File: config.mk
export PLATFORM = sky130hd
export DESIGN_NAME = round_robin_thread_slot_scheduler
export DESIGN_NICKNAME = d
export VERILOG_FILES = /design/src/sv/rrts_pkg.sv /design/src/sv/rrts_front.sv /design/src/sv/rrts_queue.sv /design/src/sv/rrts_back.sv /design/src/sv/round_robin_thread_slot_scheduler.sv
export VERILOG_INCLUDE_DIRS = /design/src /design/src/sv
export SDC_FILE = /design/constraint.sdc
export NUM_CORES = 1
export LEC_CHECK = 0
export BUFFER_PORTS_ARGS = -buffer_cell sky130_fd_sc_hd__buf_2
export CORE_MARGIN = 5
export CORE_UTILIZATION = 55
export CTS_BUF_LIST = sky130_fd_sc_hd__clkbuf_8
export DETAILED_ROUTE_END_ITERATION = 16
export PLACE_DENSITY = 0.69
export RECOVER_POWER = 50
export SETUP_SLACK_MARGIN = 0.1
export SLEW_MARGIN = 20
export SYNTH_ARGS = -nofsm -noshare
export SYNTH_HDL_FRONTEND = slang
export SYNTH_SLANG_ARGS = --single-unit
File: constraint.sdc
create_clock -name clk -period 7.6 [get_ports clk]
set_input_delay 0 -clock clk [delete_from_list [all_inputs] [get_ports clk]]
set_output_delay 0 -clock clk [all_outputs]
set_load 0.02 [all_outputs]
File: src/sv/round_robin_thread_slot_scheduler_macros.svh
// Assertion macros for the round-robin thread slot scheduler.
`ifndef ROUND_ROBIN_THREAD_SLOT_SCHEDULER_MACROS_SVH
`define ROUND_ROBIN_THREAD_SLOT_SCHEDULER_MACROS_SVH
`ifndef ASSERT_OFF
`define RRTS_ASSERT_HOLD(lbl, cond) \
  lbl: assert property (@(posedge clk) disable iff (rst) (cond)) \
    else $error("scheduler assertion failed");
`define RRTS_ASSERT_NEXT(lbl, pre, post) \
  lbl: assert property (@(posedge clk) disable iff (rst) (pre) |=> (post)) \
    else $error("scheduler assertion failed");
`else
`define RRTS_ASSERT_HOLD(lbl, cond)
`define RRTS_ASSERT_NEXT(lbl, pre, post)
`endif
`endif

File: src/sv/rrts_pkg.sv
// Shared types, constants and helpers of the round-robin thread slot scheduler.
`default_nettype none
package rrts_pkg;

  localparam int SLOT_COUNT  = 16;
  localparam int FRAME_BYTES = 48;
  localparam int SLOT_W      = $clog2(SLOT_COUNT);
  localparam int IDX_W       = 4;
  localparam int Q_DEPTH     = 2;
  localparam int Q_PTR_W     = (Q_DEPTH > 1) ? $clog2(Q_DEPTH) : 1;
  localparam int Q_CNT_W     = $clog2(Q_DEPTH + 1);

  localparam logic [1:0] OP_CREATE    = 2'd0;
  localparam logic [1:0] OP_START     = 2'd1;
  localparam logic [1:0] OP_YIELD     = 2'd2;
  localparam logic [1:0] OP_TERMINATE = 2'd3;

  typedef enum logic [1:0] {
    ST_OK        = 2'd0,
    ST_NO_FREE   = 2'd1,
    ST_NO_THREAD = 2'd2
  } status_t;

  typedef enum logic [1:0] {
    K_CREATE,
    K_START,
    K_YIELD,
    K_TERMINATE
  } op_kind_t;

  typedef struct packed {
    logic [1:0]  opcode;
    logic [31:0] stack_value;
  } in_word_t;

  typedef struct packed {
    logic [1:0]       status;
    logic [IDX_W-1:0] slot_index;
    logic [31:0]      run_stack;
  } out_word_t;

  // Classified command handed from front to back.
  typedef struct packed {
    op_kind_t    kind;
    logic [31:0] value;
  } cmd_t;

  typedef struct packed {
    logic empty;
    logic full;
  } q_stat_t;

  // Lowest clear bit of the used mask; zero when none is clear.
  function automatic logic [SLOT_W-1:0] first_free(input logic [SLOT_COUNT-1:0] used);
    logic [SLOT_W-1:0] idx;
    idx = '0;
    for (int k = SLOT_COUNT - 1; k >= 0; k--) begin
      if (!used[k]) idx = SLOT_W'(k);
    end
    return idx;
  endfunction

endpackage
`default_nettype wire

File: src/sv/rrts_front.sv
// Front end: accept request words and classify them into commands.
`default_nettype none
module rrts_front (
  input  wire                 start,
  input  rrts_pkg::in_word_t  request,
  input  rrts_pkg::q_stat_t   q_stat,
  output logic                busy,
  output logic                push,
  output rrts_pkg::cmd_t      cmd
);

  assign busy = q_stat.full;
  assign push = start && !q_stat.full;

  // Decode the opcode; precompute the initial stack pointer for create.
  always_comb begin
    cmd.value = request.stack_value;
    case (request.opcode)
      rrts_pkg::OP_CREATE: begin
        cmd.kind  = rrts_pkg::K_CREATE;
        cmd.value = request.stack_value - 32'(rrts_pkg::FRAME_BYTES);
      end
      rrts_pkg::OP_START:     cmd.kind = rrts_pkg::K_START;
      rrts_pkg::OP_YIELD:     cmd.kind = rrts_pkg::K_YIELD;
      rrts_pkg::OP_TERMINATE: cmd.kind = rrts_pkg::K_TERMINATE;
      default:                cmd.kind = rrts_pkg::K_START;
    endcase
  end

endmodule
`default_nettype wire

File: src/sv/rrts_queue.sv
// Short command queue between the front end and the back end.
`default_nettype none
module rrts_queue (
  input  wire                clk,
  input  wire                rst,
  input  wire                push,
  input  rrts_pkg::cmd_t     push_cmd,
  input  wire                pop,
  output rrts_pkg::cmd_t     head_cmd,
  output rrts_pkg::q_stat_t  q_stat
);

  rrts_pkg::cmd_t entries [rrts_pkg::Q_DEPTH];
  logic [rrts_pkg::Q_PTR_W-1:0] wr_ptr;
  logic [rrts_pkg::Q_PTR_W-1:0] rd_ptr;
  logic [rrts_pkg::Q_CNT_W-1:0] count;

  function automatic logic [rrts_pkg::Q_PTR_W-1:0] bump(input logic [rrts_pkg::Q_PTR_W-1:0] p);
    return (p == rrts_pkg::Q_PTR_W'(rrts_pkg::Q_DEPTH - 1)) ? '0 : p + 1'b1;
  endfunction

  assign head_cmd     = entries[rd_ptr];
  assign q_stat.empty = (count == '0);
  assign q_stat.full  = (count == rrts_pkg::Q_CNT_W'(rrts_pkg::Q_DEPTH));

  always_ff @(posedge clk) begin
    if (push) entries[wr_ptr] <= push_cmd;
  end

  always_ff @(posedge clk) begin
    if (rst) begin
      wr_ptr <= '0;
      rd_ptr <= '0;
      count  <= '0;
    end else begin
      if (push) wr_ptr <= bump(wr_ptr);
      if (pop)  rd_ptr <= bump(rd_ptr);
      case ({push, pop})
        2'b10:   count <= count + 1'b1;
        2'b01:   count <= count - 1'b1;
        default: count <= count;
      endcase
    end
  end

endmodule
`default_nettype wire

File: src/sv/rrts_back.sv
// Back end: slot state, ring link and stack memories, and the command sequencer.
`default_nettype none
module rrts_back (
  input  wire                 clk,
  input  wire                 rst,
  input  rrts_pkg::cmd_t      cmd,
  input  rrts_pkg::q_stat_t   q_stat,
  output logic                pop,
  output logic                done,
  output rrts_pkg::out_word_t result
);

  localparam int SW = rrts_pkg::SLOT_W;

  typedef enum logic [2:0] {
    S_IDLE,
    S_CLINK,
    S_CLINK2,
    S_YNEXT,
    S_RESUME,
    S_TCUR,
    S_TWALK,
    S_TFIN
  } state_t;

  state_t state;
  logic [rrts_pkg::SLOT_COUNT-1:0] slot_used;
  logic [SW-1:0] head_slot;
  logic          ring_empty;
  logic [SW-1:0] current_slot;
  logic [SW-1:0] new_slot;
  logic [SW-1:0] cur_next;
  logic [SW-1:0] walk_p;
  logic [31:0]   frame;

  logic [SW-1:0] ring_mem  [rrts_pkg::SLOT_COUNT];
  logic [31:0]   stack_mem [rrts_pkg::SLOT_COUNT];
  logic [SW-1:0] ring_rdata;
  logic [31:0]   stack_rdata;

  logic          ring_we;
  logic [SW-1:0] ring_wa;
  logic [SW-1:0] ring_wd;
  logic [SW-1:0] ring_ra;
  logic          stk_we;
  logic [SW-1:0] stk_wa;
  logic [31:0]   stk_wd;
  logic [SW-1:0] stk_ra;

  logic          free_any;
  logic [SW-1:0] free_idx;
  logic [SW-1:0] fin_head;

  assign pop      = (state == S_IDLE) && !q_stat.empty;
  assign free_any = ~&slot_used;
  assign free_idx = rrts_pkg::first_free(slot_used);
  assign fin_head = (head_slot == current_slot) ? cur_next : head_slot;

  // Memory port steering.
  always_comb begin
    ring_we = 1'b0;
    ring_wa = '0;
    ring_wd = '0;
    ring_ra = '0;
    stk_we  = 1'b0;
    stk_wa  = '0;
    stk_wd  = '0;
    stk_ra  = '0;
    case (state)
      S_IDLE: begin
        if (pop) begin
          if (cmd.kind == rrts_pkg::K_CREATE) begin
            if (free_any) begin
              stk_we = 1'b1;
              stk_wa = free_idx;
              stk_wd = cmd.value;
              if (ring_empty) begin
                ring_we = 1'b1;
                ring_wa = free_idx;
                ring_wd = free_idx;
              end else begin
                ring_ra = head_slot;
              end
            end
          end else if (!ring_empty) begin
            if (cmd.kind == rrts_pkg::K_START || !slot_used[current_slot]) begin
              stk_ra = head_slot;
            end else if (cmd.kind == rrts_pkg::K_YIELD) begin
              stk_we  = 1'b1;
              stk_wa  = current_slot;
              stk_wd  = cmd.value;
              ring_ra = current_slot;
            end else begin
              ring_ra = current_slot;
            end
          end
        end
      end
      S_CLINK: begin
        ring_we = 1'b1;
        ring_wa = new_slot;
        ring_wd = ring_rdata;
      end
      S_CLINK2: begin
        ring_we = 1'b1;
        ring_wa = head_slot;
        ring_wd = new_slot;
      end
      S_YNEXT: stk_ra = ring_rdata;
      S_TCUR:  ring_ra = head_slot;
      S_TWALK: begin
        if (ring_rdata == current_slot) begin
          ring_we = 1'b1;
          ring_wa = walk_p;
          ring_wd = cur_next;
        end else begin
          ring_ra = ring_rdata;
        end
      end
      S_TFIN:  stk_ra = fin_head;
      default: ;
    endcase
  end

  always_ff @(posedge clk) begin
    if (ring_we) ring_mem[ring_wa] <= ring_wd;
    ring_rdata <= ring_mem[ring_ra];
  end

  always_ff @(posedge clk) begin
    if (stk_we) stack_mem[stk_wa] <= stk_wd;
    stack_rdata <= stack_mem[stk_ra];
  end

  always_ff @(posedge clk) begin
    if (rst) begin
      state        <= S_IDLE;
      slot_used    <= '0;
      head_slot    <= '0;
      ring_empty   <= 1'b1;
      current_slot <= '0;
      done         <= 1'b0;
    end else begin
      done <= 1'b0;
      case (state)
        S_IDLE: begin
          if (pop) begin
            if (cmd.kind == rrts_pkg::K_CREATE) begin
              if (!free_any) begin
                done              <= 1'b1;
                result.status     <= rrts_pkg::ST_NO_FREE;
                result.slot_index <= '0;
                result.run_stack  <= '0;
              end else begin
                slot_used[free_idx] <= 1'b1;
                new_slot            <= free_idx;
                frame               <= cmd.value;
                if (ring_empty) begin
                  head_slot         <= free_idx;
                  ring_empty        <= 1'b0;
                  done              <= 1'b1;
                  result.status     <= rrts_pkg::ST_OK;
                  result.slot_index <= rrts_pkg::IDX_W'(free_idx);
                  result.run_stack  <= cmd.value;
                end else begin
                  state <= S_CLINK;
                end
              end
            end else if (ring_empty) begin
              done              <= 1'b1;
              result.status     <= rrts_pkg::ST_NO_THREAD;
              result.slot_index <= '0;
              result.run_stack  <= '0;
            end else if (cmd.kind == rrts_pkg::K_START || !slot_used[current_slot]) begin
              current_slot <= head_slot;
              state        <= S_RESUME;
            end else if (cmd.kind == rrts_pkg::K_YIELD) begin
              state <= S_YNEXT;
            end else begin
              state <= S_TCUR;
            end
          end
        end
        S_CLINK: state <= S_CLINK2;
        S_CLINK2: begin
          done              <= 1'b1;
          result.status     <= rrts_pkg::ST_OK;
          result.slot_index <= rrts_pkg::IDX_W'(new_slot);
          result.run_stack  <= frame;
          state             <= S_IDLE;
        end
        S_YNEXT: begin
          current_slot <= ring_rdata;
          state        <= S_RESUME;
        end
        S_RESUME: begin
          done              <= 1'b1;
          result.status     <= rrts_pkg::ST_OK;
          result.slot_index <= rrts_pkg::IDX_W'(current_slot);
          result.run_stack  <= stack_rdata;
          state             <= S_IDLE;
        end
        S_TCUR: begin
          cur_next <= ring_rdata;
          walk_p   <= head_slot;
          state    <= S_TWALK;
        end
        S_TWALK: begin
          if (ring_rdata == current_slot) begin
            state <= S_TFIN;
          end else begin
            walk_p <= ring_rdata;
          end
        end
        S_TFIN: begin
          slot_used[current_slot] <= 1'b0;
          if (head_slot == current_slot && cur_next == current_slot) begin
            head_slot         <= '0;
            ring_empty        <= 1'b1;
            done              <= 1'b1;
            result.status     <= rrts_pkg::ST_NO_THREAD;
            result.slot_index <= '0;
            result.run_stack  <= '0;
            state             <= S_IDLE;
          end else begin
            head_slot    <= fin_head;
            current_slot <= fin_head;
            state        <= S_RESUME;
          end
        end
        default: state <= S_IDLE;
      endcase
    end
  end

endmodule
`default_nettype wire

File: src/sv/round_robin_thread_slot_scheduler.sv
// Top level of the round-robin thread slot scheduler.
`default_nettype none
`include "round_robin_thread_slot_scheduler_macros.svh"
// A request word is taken on a clock edge with start high and busy low; a
// two-entry command queue parts the decoding front end from the back end, so
// busy rises only while that queue is full. Each result word shows on result
// for exactly one cycle with done high, and the receiver cannot stall it, so
// the caller must capture it on that edge. A create into an empty ring, a
// create that finds no free slot and any other word on an empty ring finish
// straight from idle; create into a non-empty ring goes through S_CLINK and
// S_CLINK2, start (as do yield and terminate from a slot no longer in use)
// through S_RESUME, yield through S_YNEXT and S_RESUME, and terminate through
// S_TCUR, S_TWALK (walking links from the head to the predecessor of the
// running slot, up to SLOT_COUNT - 1 of them), S_TFIN and S_RESUME, or ends
// at S_TFIN when it frees the last thread. The registered single-read-port
// ring link memory walks one link per cycle. Words run in acceptance order.
module round_robin_thread_slot_scheduler (
  input  wire                  clk,
  input  wire                  rst,
  input  wire                  start,
  input  rrts_pkg::in_word_t   request,
  output logic                 busy,
  output logic                 done,
  output rrts_pkg::out_word_t  result
);

  logic               push;
  logic               pop;
  rrts_pkg::cmd_t     push_cmd;
  rrts_pkg::cmd_t     head_cmd;
  rrts_pkg::q_stat_t  q_stat;
  logic               status_known;
  logic               fail_clear;

  // Decode the request word and push it while the queue has room.
  rrts_front u_front (
    .start   (start),
    .request (request),
    .q_stat  (q_stat),
    .busy    (busy),
    .push    (push),
    .cmd     (push_cmd)
  );

  // Hold accepted commands until the back end is free.
  rrts_queue u_queue (
    .clk      (clk),
    .rst      (rst),
    .push     (push),
    .push_cmd (push_cmd),
    .pop      (pop),
    .head_cmd (head_cmd),
    .q_stat   (q_stat)
  );

  // Execute commands against the slot ring and strobe out one result each.
  rrts_back u_back (
    .clk    (clk),
    .rst    (rst),
    .cmd    (head_cmd),
    .q_stat (q_stat),
    .pop    (pop),
    .done   (done),
    .result (result)
  );

  assign status_known = result.status == rrts_pkg::ST_OK ||
                        result.status == rrts_pkg::ST_NO_FREE ||
                        result.status == rrts_pkg::ST_NO_THREAD;
  assign fail_clear   = result.slot_index == '0 && result.run_stack == '0;

  // An accepted word must land in the queue.
  `RRTS_ASSERT_NEXT(a_accept_queued, start && !busy, !q_stat.empty)
  // Results carry only defined status codes.
  `RRTS_ASSERT_HOLD(a_status_code, !done || status_known)
  // A failed call never names a slot.
  `RRTS_ASSERT_HOLD(a_fail_zero, !done || result.status == rrts_pkg::ST_OK || fail_clear)

endmodule
`default_nettype wire
---- Word level (Yosys, flattened, before mapping) ----
Memory sizes are Yosys's and may differ from the RTL's. A register that Yosys moved wholly into a read port is not among the register bits.
Cells that the tools add are included.
cells by class
  bitwise logic cells ..................... 5
  order comparisons ....................... 4
  $add $sub $neg .......................... 5
  eq/ne operators ......................... 32
  reductions and logical operators ........ 30
  muxes and demuxes ....................... 129
operators by type and width
  kind                   number
  $mux 32                8
  $mux 38                6
  $mux 4                 52
  $pmux 38 s4            1
  $mux 16                3
  $pmux 4 s3             3
  $mux 1                 33
  $pmux 16 s2            1
  $pmux 4 s4             2
  $sub 32x6->32 const B  1
  $mux 3                 9
  $pmux 3 s7             1
  $and 16x16->16         1
  $ne 2x2->1 const B     8
  $not 16->16            1
  $or 16x16->16          1
  $pmux 4 s2             2
  $reduce_and 16->1      1
  $reduce_and 5->1       3
  $eq 3x3->1 const B     4
  $eq 4x4->1             3
  $reduce_and 6->1       2
  $eq 2x2->1 const B     5
  $lt 4x5->1 const B     2
  other kinds (29)       52
storage, ports and cells
  RAM bits ................................ 644
  word-level logic and storage cells ...... 224
  memories kept ........................... 3
  bits in registers ....................... 115
memories
  name              words  width  rd ports  clocked after Yosys merged registers in  write ports  line              RTL
  u_back.stack_mem  16     32     1         1                                        1            rrts_back.sv:37   logic [31:0] stack_mem [rrts_pkg::SLOT_COUNT];
  u_queue.entries   2      34     1         1                                        1            rrts_queue.sv:13  rrts_pkg::cmd_t entries [rrts_pkg::Q_DEPTH];
  u_back.ring_mem   16     4      1         1                                        1            rrts_back.sv:36   logic [SW-1:0] ring_mem [rrts_pkg::SLOT_COUNT];

---- Longest topological paths before layout ----
  depth in word-level cells ............... 25
  depth in mapped cells ................... 15
  depth with buffers taken out ............ 10

---- Hierarchy ----
From an unflattened synthesis, not the netlist that was laid out.
second synthesis, totals
  cell total of the unflattened synthesis .. 2353
  area, all modules ....................... 32723.9 um^2
by module, submodules not included
  module      seq. area each (um^2)  instances  cells each  area each (um^2)
  rrts_back   21060.2                1          2140        29405.7
  rrts_queue  2142.1                 1          128         2650.0
  rrts_front  0.0                    1          85          668.1

---- Least setup slack after synthesis ----
Ideal clock, no wire load.
  path kind ............................... flip-flop to flip-flop
  from .................................... register with a tool-made name
  to ...................................... memory u_back.stack_mem[11][0], enable pin
  path slack .............................. 1.846 ns
  stages on the path, launching flop included .. 10
  required time ........................... 7.099 ns
  setup time .............................. 0.501 ns
  buffers on the path ..................... 5
  clock period less this slack ............ 5.754 ns
  arrival ................................. 5.253 ns
  cell sequence ........................... dfxtp_1 -> buf_2 -> o32a_1 -> clkbuf_1 -> clkbuf_1 -> nor2_1 -> clkbuf_1 -> buf_1 -> a31oi_1 -> nor4_1
RTL lines
  what           line
  end, declared  rrts_back.sv:37

---- Worst setup path in the final report ----
  from .................................... register u_back.state[1]
  to ...................................... register u_back.stack_rdata[25], read port of u_back.stack_mem
on the way
  longest elaborated chain between the ends .. 4
  elaborated cells between the ends (all ways) .. 6
  those cells by class .................... eq/ne: 2; mux: 2; reduce/logical: 2
ends and longest elaborated chain
  what                    line                              RTL
  start, declared         rrts_back.sv:26                   state_t state;
  start signal, assigned  rrts_back.sv:137                  state <= S_IDLE;
  start signal, assigned  rrts_back.sv:166                  state <= S_CLINK;
  start signal, assigned  rrts_back.sv:176                  state <= S_RESUME;
  $logic_not 3->1         rrts_back.sv:54, rrts_back.sv:69
  $logic_and 1x1->1       rrts_back.sv:54                   assign pop = (state == S_IDLE) && !q_stat.empty;
  $mux 4                  rrts_back.sv:71                   if (pop) begin
  $pmux 4 s3 *            rrts_back.sv:69                   case (state)
  end, declared           rrts_back.sv:39                   logic [31:0] stack_rdata;
Every way passes the cells marked *; elsewhere a longest branch is shown, timed or not.
A chain may end at the register's enable or synchronous reset.

==> metrics.md <==
| Metric | Value |
|---|---|
| Worst path top cell family by delay | `buffers and inverters` |
| Average size of a mapped cell | `13.66 µm²` |
| DP Wirelength | `50040 µm` |
| Maxcap violations | `7` |
| Critical-path top delay cell | `clkbuf_1` |
| Max Transition Viols Final | `281` |
| Routed Antenna Nets | `0` |
| Most frequent cells in the layout | `edfxtp_1 (726), nand2_1 (353), clkbuf_8 (149)` |
| Relative slew slack | `-1.016` |
| Post-route cell area | `0.03776 mm²` |
| Nets | `2646` |
| Post-Synth Simple-Gate Area | `0.1020` |
| Tmin final | `5740 ps` |
| Critical path startpoint category | `flop` |
| Buf/Inv on CP | `3` |
| Leakage | `13.27 nW` |
| CTS Root Cell | `clkbuf_8` |
| Final std cells w/o fill | `3497` |
| F_max | `0.1742 GHz` |
| Setup-failing EPs final | `0` |
| Die width | `256.7 µm` |
| WL/cell | `25.13 µm` |
| Crit Path Class | `reg -> reg` |
| Critical path capture point type | `flop` |
| Initial core utilization | `0.5547` |
| CTS Sinks | `796` |
| CP max stage delay | `1690 ps` |
| Routed vias/inst | `6.234` |
| Failing checks | `capacitance limit, slew limit` |
| Yosys reg bits | `slightly below 800` |
| Max Clock Skew | `29.19 ps` |
| Placed Instances | `3190` |
| HP Class | `in -> reg` |
| IO Port Bufs | `76` |
| Vias in the first global route | `21340` |
| Sequential area share after synthesis | `0.6930` |
| Worst-Skew Late Latency | `between 700 and 800 ps` |
| TritonCTS clock tree | `yes` |
| Die Y | `256.7 µm` |
| Placed Area | `0.03474 mm²` |
| Tot Pwr | `10.06 mW` |
| First-pass GRT wire length | `131600 µm` |
| RSZ-0062 raised after global routing | `false` |
| Routability cong. | `0.8881` |
| Area share of xor/xnor cells in the synthesized design | `0.01072` |
| Worst slew pin tran | `3014 ps` |
| Syn_nets | `2491` |
| Largest net degree at the start of global routing | `133` |
| DRC errors left | `0` |
| Post-synthesis adder-cell area fraction | `0.0007474` |
| Worst path required time | `a little over 8000 ps` |
| Final Cycle Share | `0.7553` |
| Crit path cell chain | `clkbuf_1, or3_1, or2_0, nor2_1, a41oi_4, buf_4, nor2_4, buf_4, a32o_1, a211oi_1, a211o_1` |
| Drt first pass iters | `6` |
| Run status | `finished, violations left` |
| Mapped Area | `0.03348 mm²` |
| GRT overflow | `0` |
| Hold_ws | `125.3 ps` |
| Std-Cell Core Area | `0.06036 mm²` |
| WL final | `87890 µm` |
| Critical Path Fanout Max | `81` |
| Clk slew on worst S/H paths | `around 60 ps` |
| Cell Rows | `90` |
| CTS HTree Levels | `4` |
| Final setup margin | `1860 ps` |
| Maximum vdd drop | `208.7 µV` |
| Mux contribution to synthesized area | `0.04899` |
| GRT Overall Usage | `0.2626` |
| Die area | `roughly 0.066 mm²` |
| Cell repeated most along the worst path | `buf_4` |
| Total CTS buffers | `133` |
| Unique masters post-synth | `77` |
| Final Util | `0.6256` |
| Post-Synthesis Cells | `2452` |
| Commonest non-fill, non-tap cell in the layout | `edfxtp_1` |
| Pre-CTS setup slack | `2934 ps` |
| Antenna violations before repair | `3` |
| Pwr dens | `266.3 mW/mm²` |
| Post-synth ARST share | `0` |
| Synth warn | `0` |
| Iteration-0 DRC Markers | `around 2500` |
| Largest family of logic cells by synthesized area | `compound AO/OA/AOI/OAI gates` |
| Share of post-route cells with drive strength above 1 | `0.1094` |
| Layout area overhead | `12.77%` |
| Crit path arrival time | `6450 ps` |
| Top FF cell, synth | `edfxtp_1` |
| I/O pin total | `77` |
| Compound-Gate Fraction of Synth Area | `0.1201` |
| Vias | `21800` |
| EDFF count, synth | `726` |
| Fin. Hold Viols | `0` |
| Clock tree buffer depth | `3` |
| Setup TNS | `0 ps` |
==> worst reg2reg max path, stage by stage, from the launching register on <==
cell and delay, ps:
dfxtp_2 310, clkbuf_1 1690, or3_1 330, or2_0 610, nor2_1 390, a41oi_4 390, buf_4 750, nor2_4 10
buf_4 360, a32o_1 340, a211oi_1 320, a211o_1 190
==> Yosys cell counts (4+ instances only) <==
master    count  area, µm²
o211a_1      33      330.3
a31oi_1       6      37.54
xor2_1       26      227.7
xnor2_1      15      131.4
buf_4         6      45.04
nand4_1      12      75.07
o211ai_1     11      82.58
nor2_1      122      457.9
mux2i_1     111       1111
a22oi_1      11      82.58
buf_1        10      37.54
or4_1         4      30.03
edfxtp_1    726      21800
a32o_1       33      330.3
o221ai_1      5      43.79
inv_1        14      52.55
a311oi_1     62      543.0
o22ai_1      11      68.82
nor3_1       17      85.08
buf_6         4      45.04
mux2_2       37      416.7
a21o_1        5      37.54
buf_2        45      225.2
a21oi_1      67      335.3
mux4_2        5      112.6
a211o_1      35      306.5
nor4_1        9      56.30
or3_1         8      50.05
and3_1        4      25.02
o21bai_1      4      30.03
or2_2         6      37.54
clkbuf_1    102      382.9
nand3_1      24      120.1
and2_1      105      656.9
dfxtp_1      70       1401
nand2b_1     15      93.84
a211oi_1    127      953.4
a32oi_1       4      35.03
o21ai_0      93      465.5
nand2_1     352       1321
nor2b_1      39      244.0
==> registers in the layout, summed over array words and instances (netlist names), named ones only <==
register / cells
u_back.walk_p: 4
u_back.ring_rdata: 4
u_back.cur_next: 4
u_back.ring_mem: 64
u_back.ring_empty: 1
u_queue.count: 2
u_queue.entries: 68
u_queue.wr_ptr: 1
u_back.slot_used: 16
u_back.current_slot: 4
u_back.stack_mem: 512
u_back.frame: 32
u_back.new_slot: 4
u_back.head_slot: 4
u_back.done: 1
u_back.state: 3
u_back.stack_rdata: 32
u_back.result: 38
u_queue.rd_ptr: 1
==> where the power goes <==
part	internal, mW	switching (mW)
sequential	5.15	0.157
combinational	0.330	0.815
clock	1.88	1.72
==> logic make-up after synthesis <==
| kind of cell | after synthesis |
|---|---|
| xor+xnor | 41 |
| buf+inv | 185 |
| mux | 153 |
| fa+ha+maj | 2 |
| flops | 796 |
| simple gates | 735 |
| compound gates | 540 |
==> what timing repair did <==
item | CTS | global route
gates resized for setup | 0 | 0
setup buffers | 0 | 0
hold buffers | 63 | 0
setup endpoints to repair | 0 | 0
hold endpoints to repair | 166 | 0
==> layer usage <==
metal  vias to the layer above  part of all wire  routed length [µm]  GRT usage
met5                         -                 0                   0          0
met4                         0             0.045                3954     0.1212
met3                       212             0.087                7681    0.05274
met2                      1123              0.46               40560     0.4041
met1                     10800              0.41               35700     0.3652
li1                       9668                 -                   -          -
==> path summary, 6_finish.rpt <==
check | depth (start not counted) | to | from | slack [ps]
setup / recovery | 11 | u_back.stack_rdata[25]$_DFF_P_ | u_back.state[1]$_SDFFE_PP0P_ | 1860
hold / removal | 3 | u_queue.entries[1][14]$_DFFE_PP_ | request[14] | 130
setup reg to reg | 11 | u_back.stack_rdata[25]$_DFF_P_ | u_back.state[1]$_SDFFE_PP0P_ | 1860
hold reg to reg | 2 | flop | u_queue.rd_ptr$_SDFFE_PP0P_ | 520
==> area by class of cell <==
| cell class | count | area (µm²) |
|---|---|---|
| clock inverters | 93 | 499.2 |
| diodes | 1 | 2.502 |
| clock buffers | 149 | 2051 |
| flip-flops and latches | 796 | 23210 |
| repair buffers | 188 | 1358 |
| inverters | 17 | 63.81 |
| well taps | 782 | 978.4 |
| multi-input cells | 1471 | 9599 |
| fillers | 4504 | 22600 |
Power figures use the tool's default switching activity.
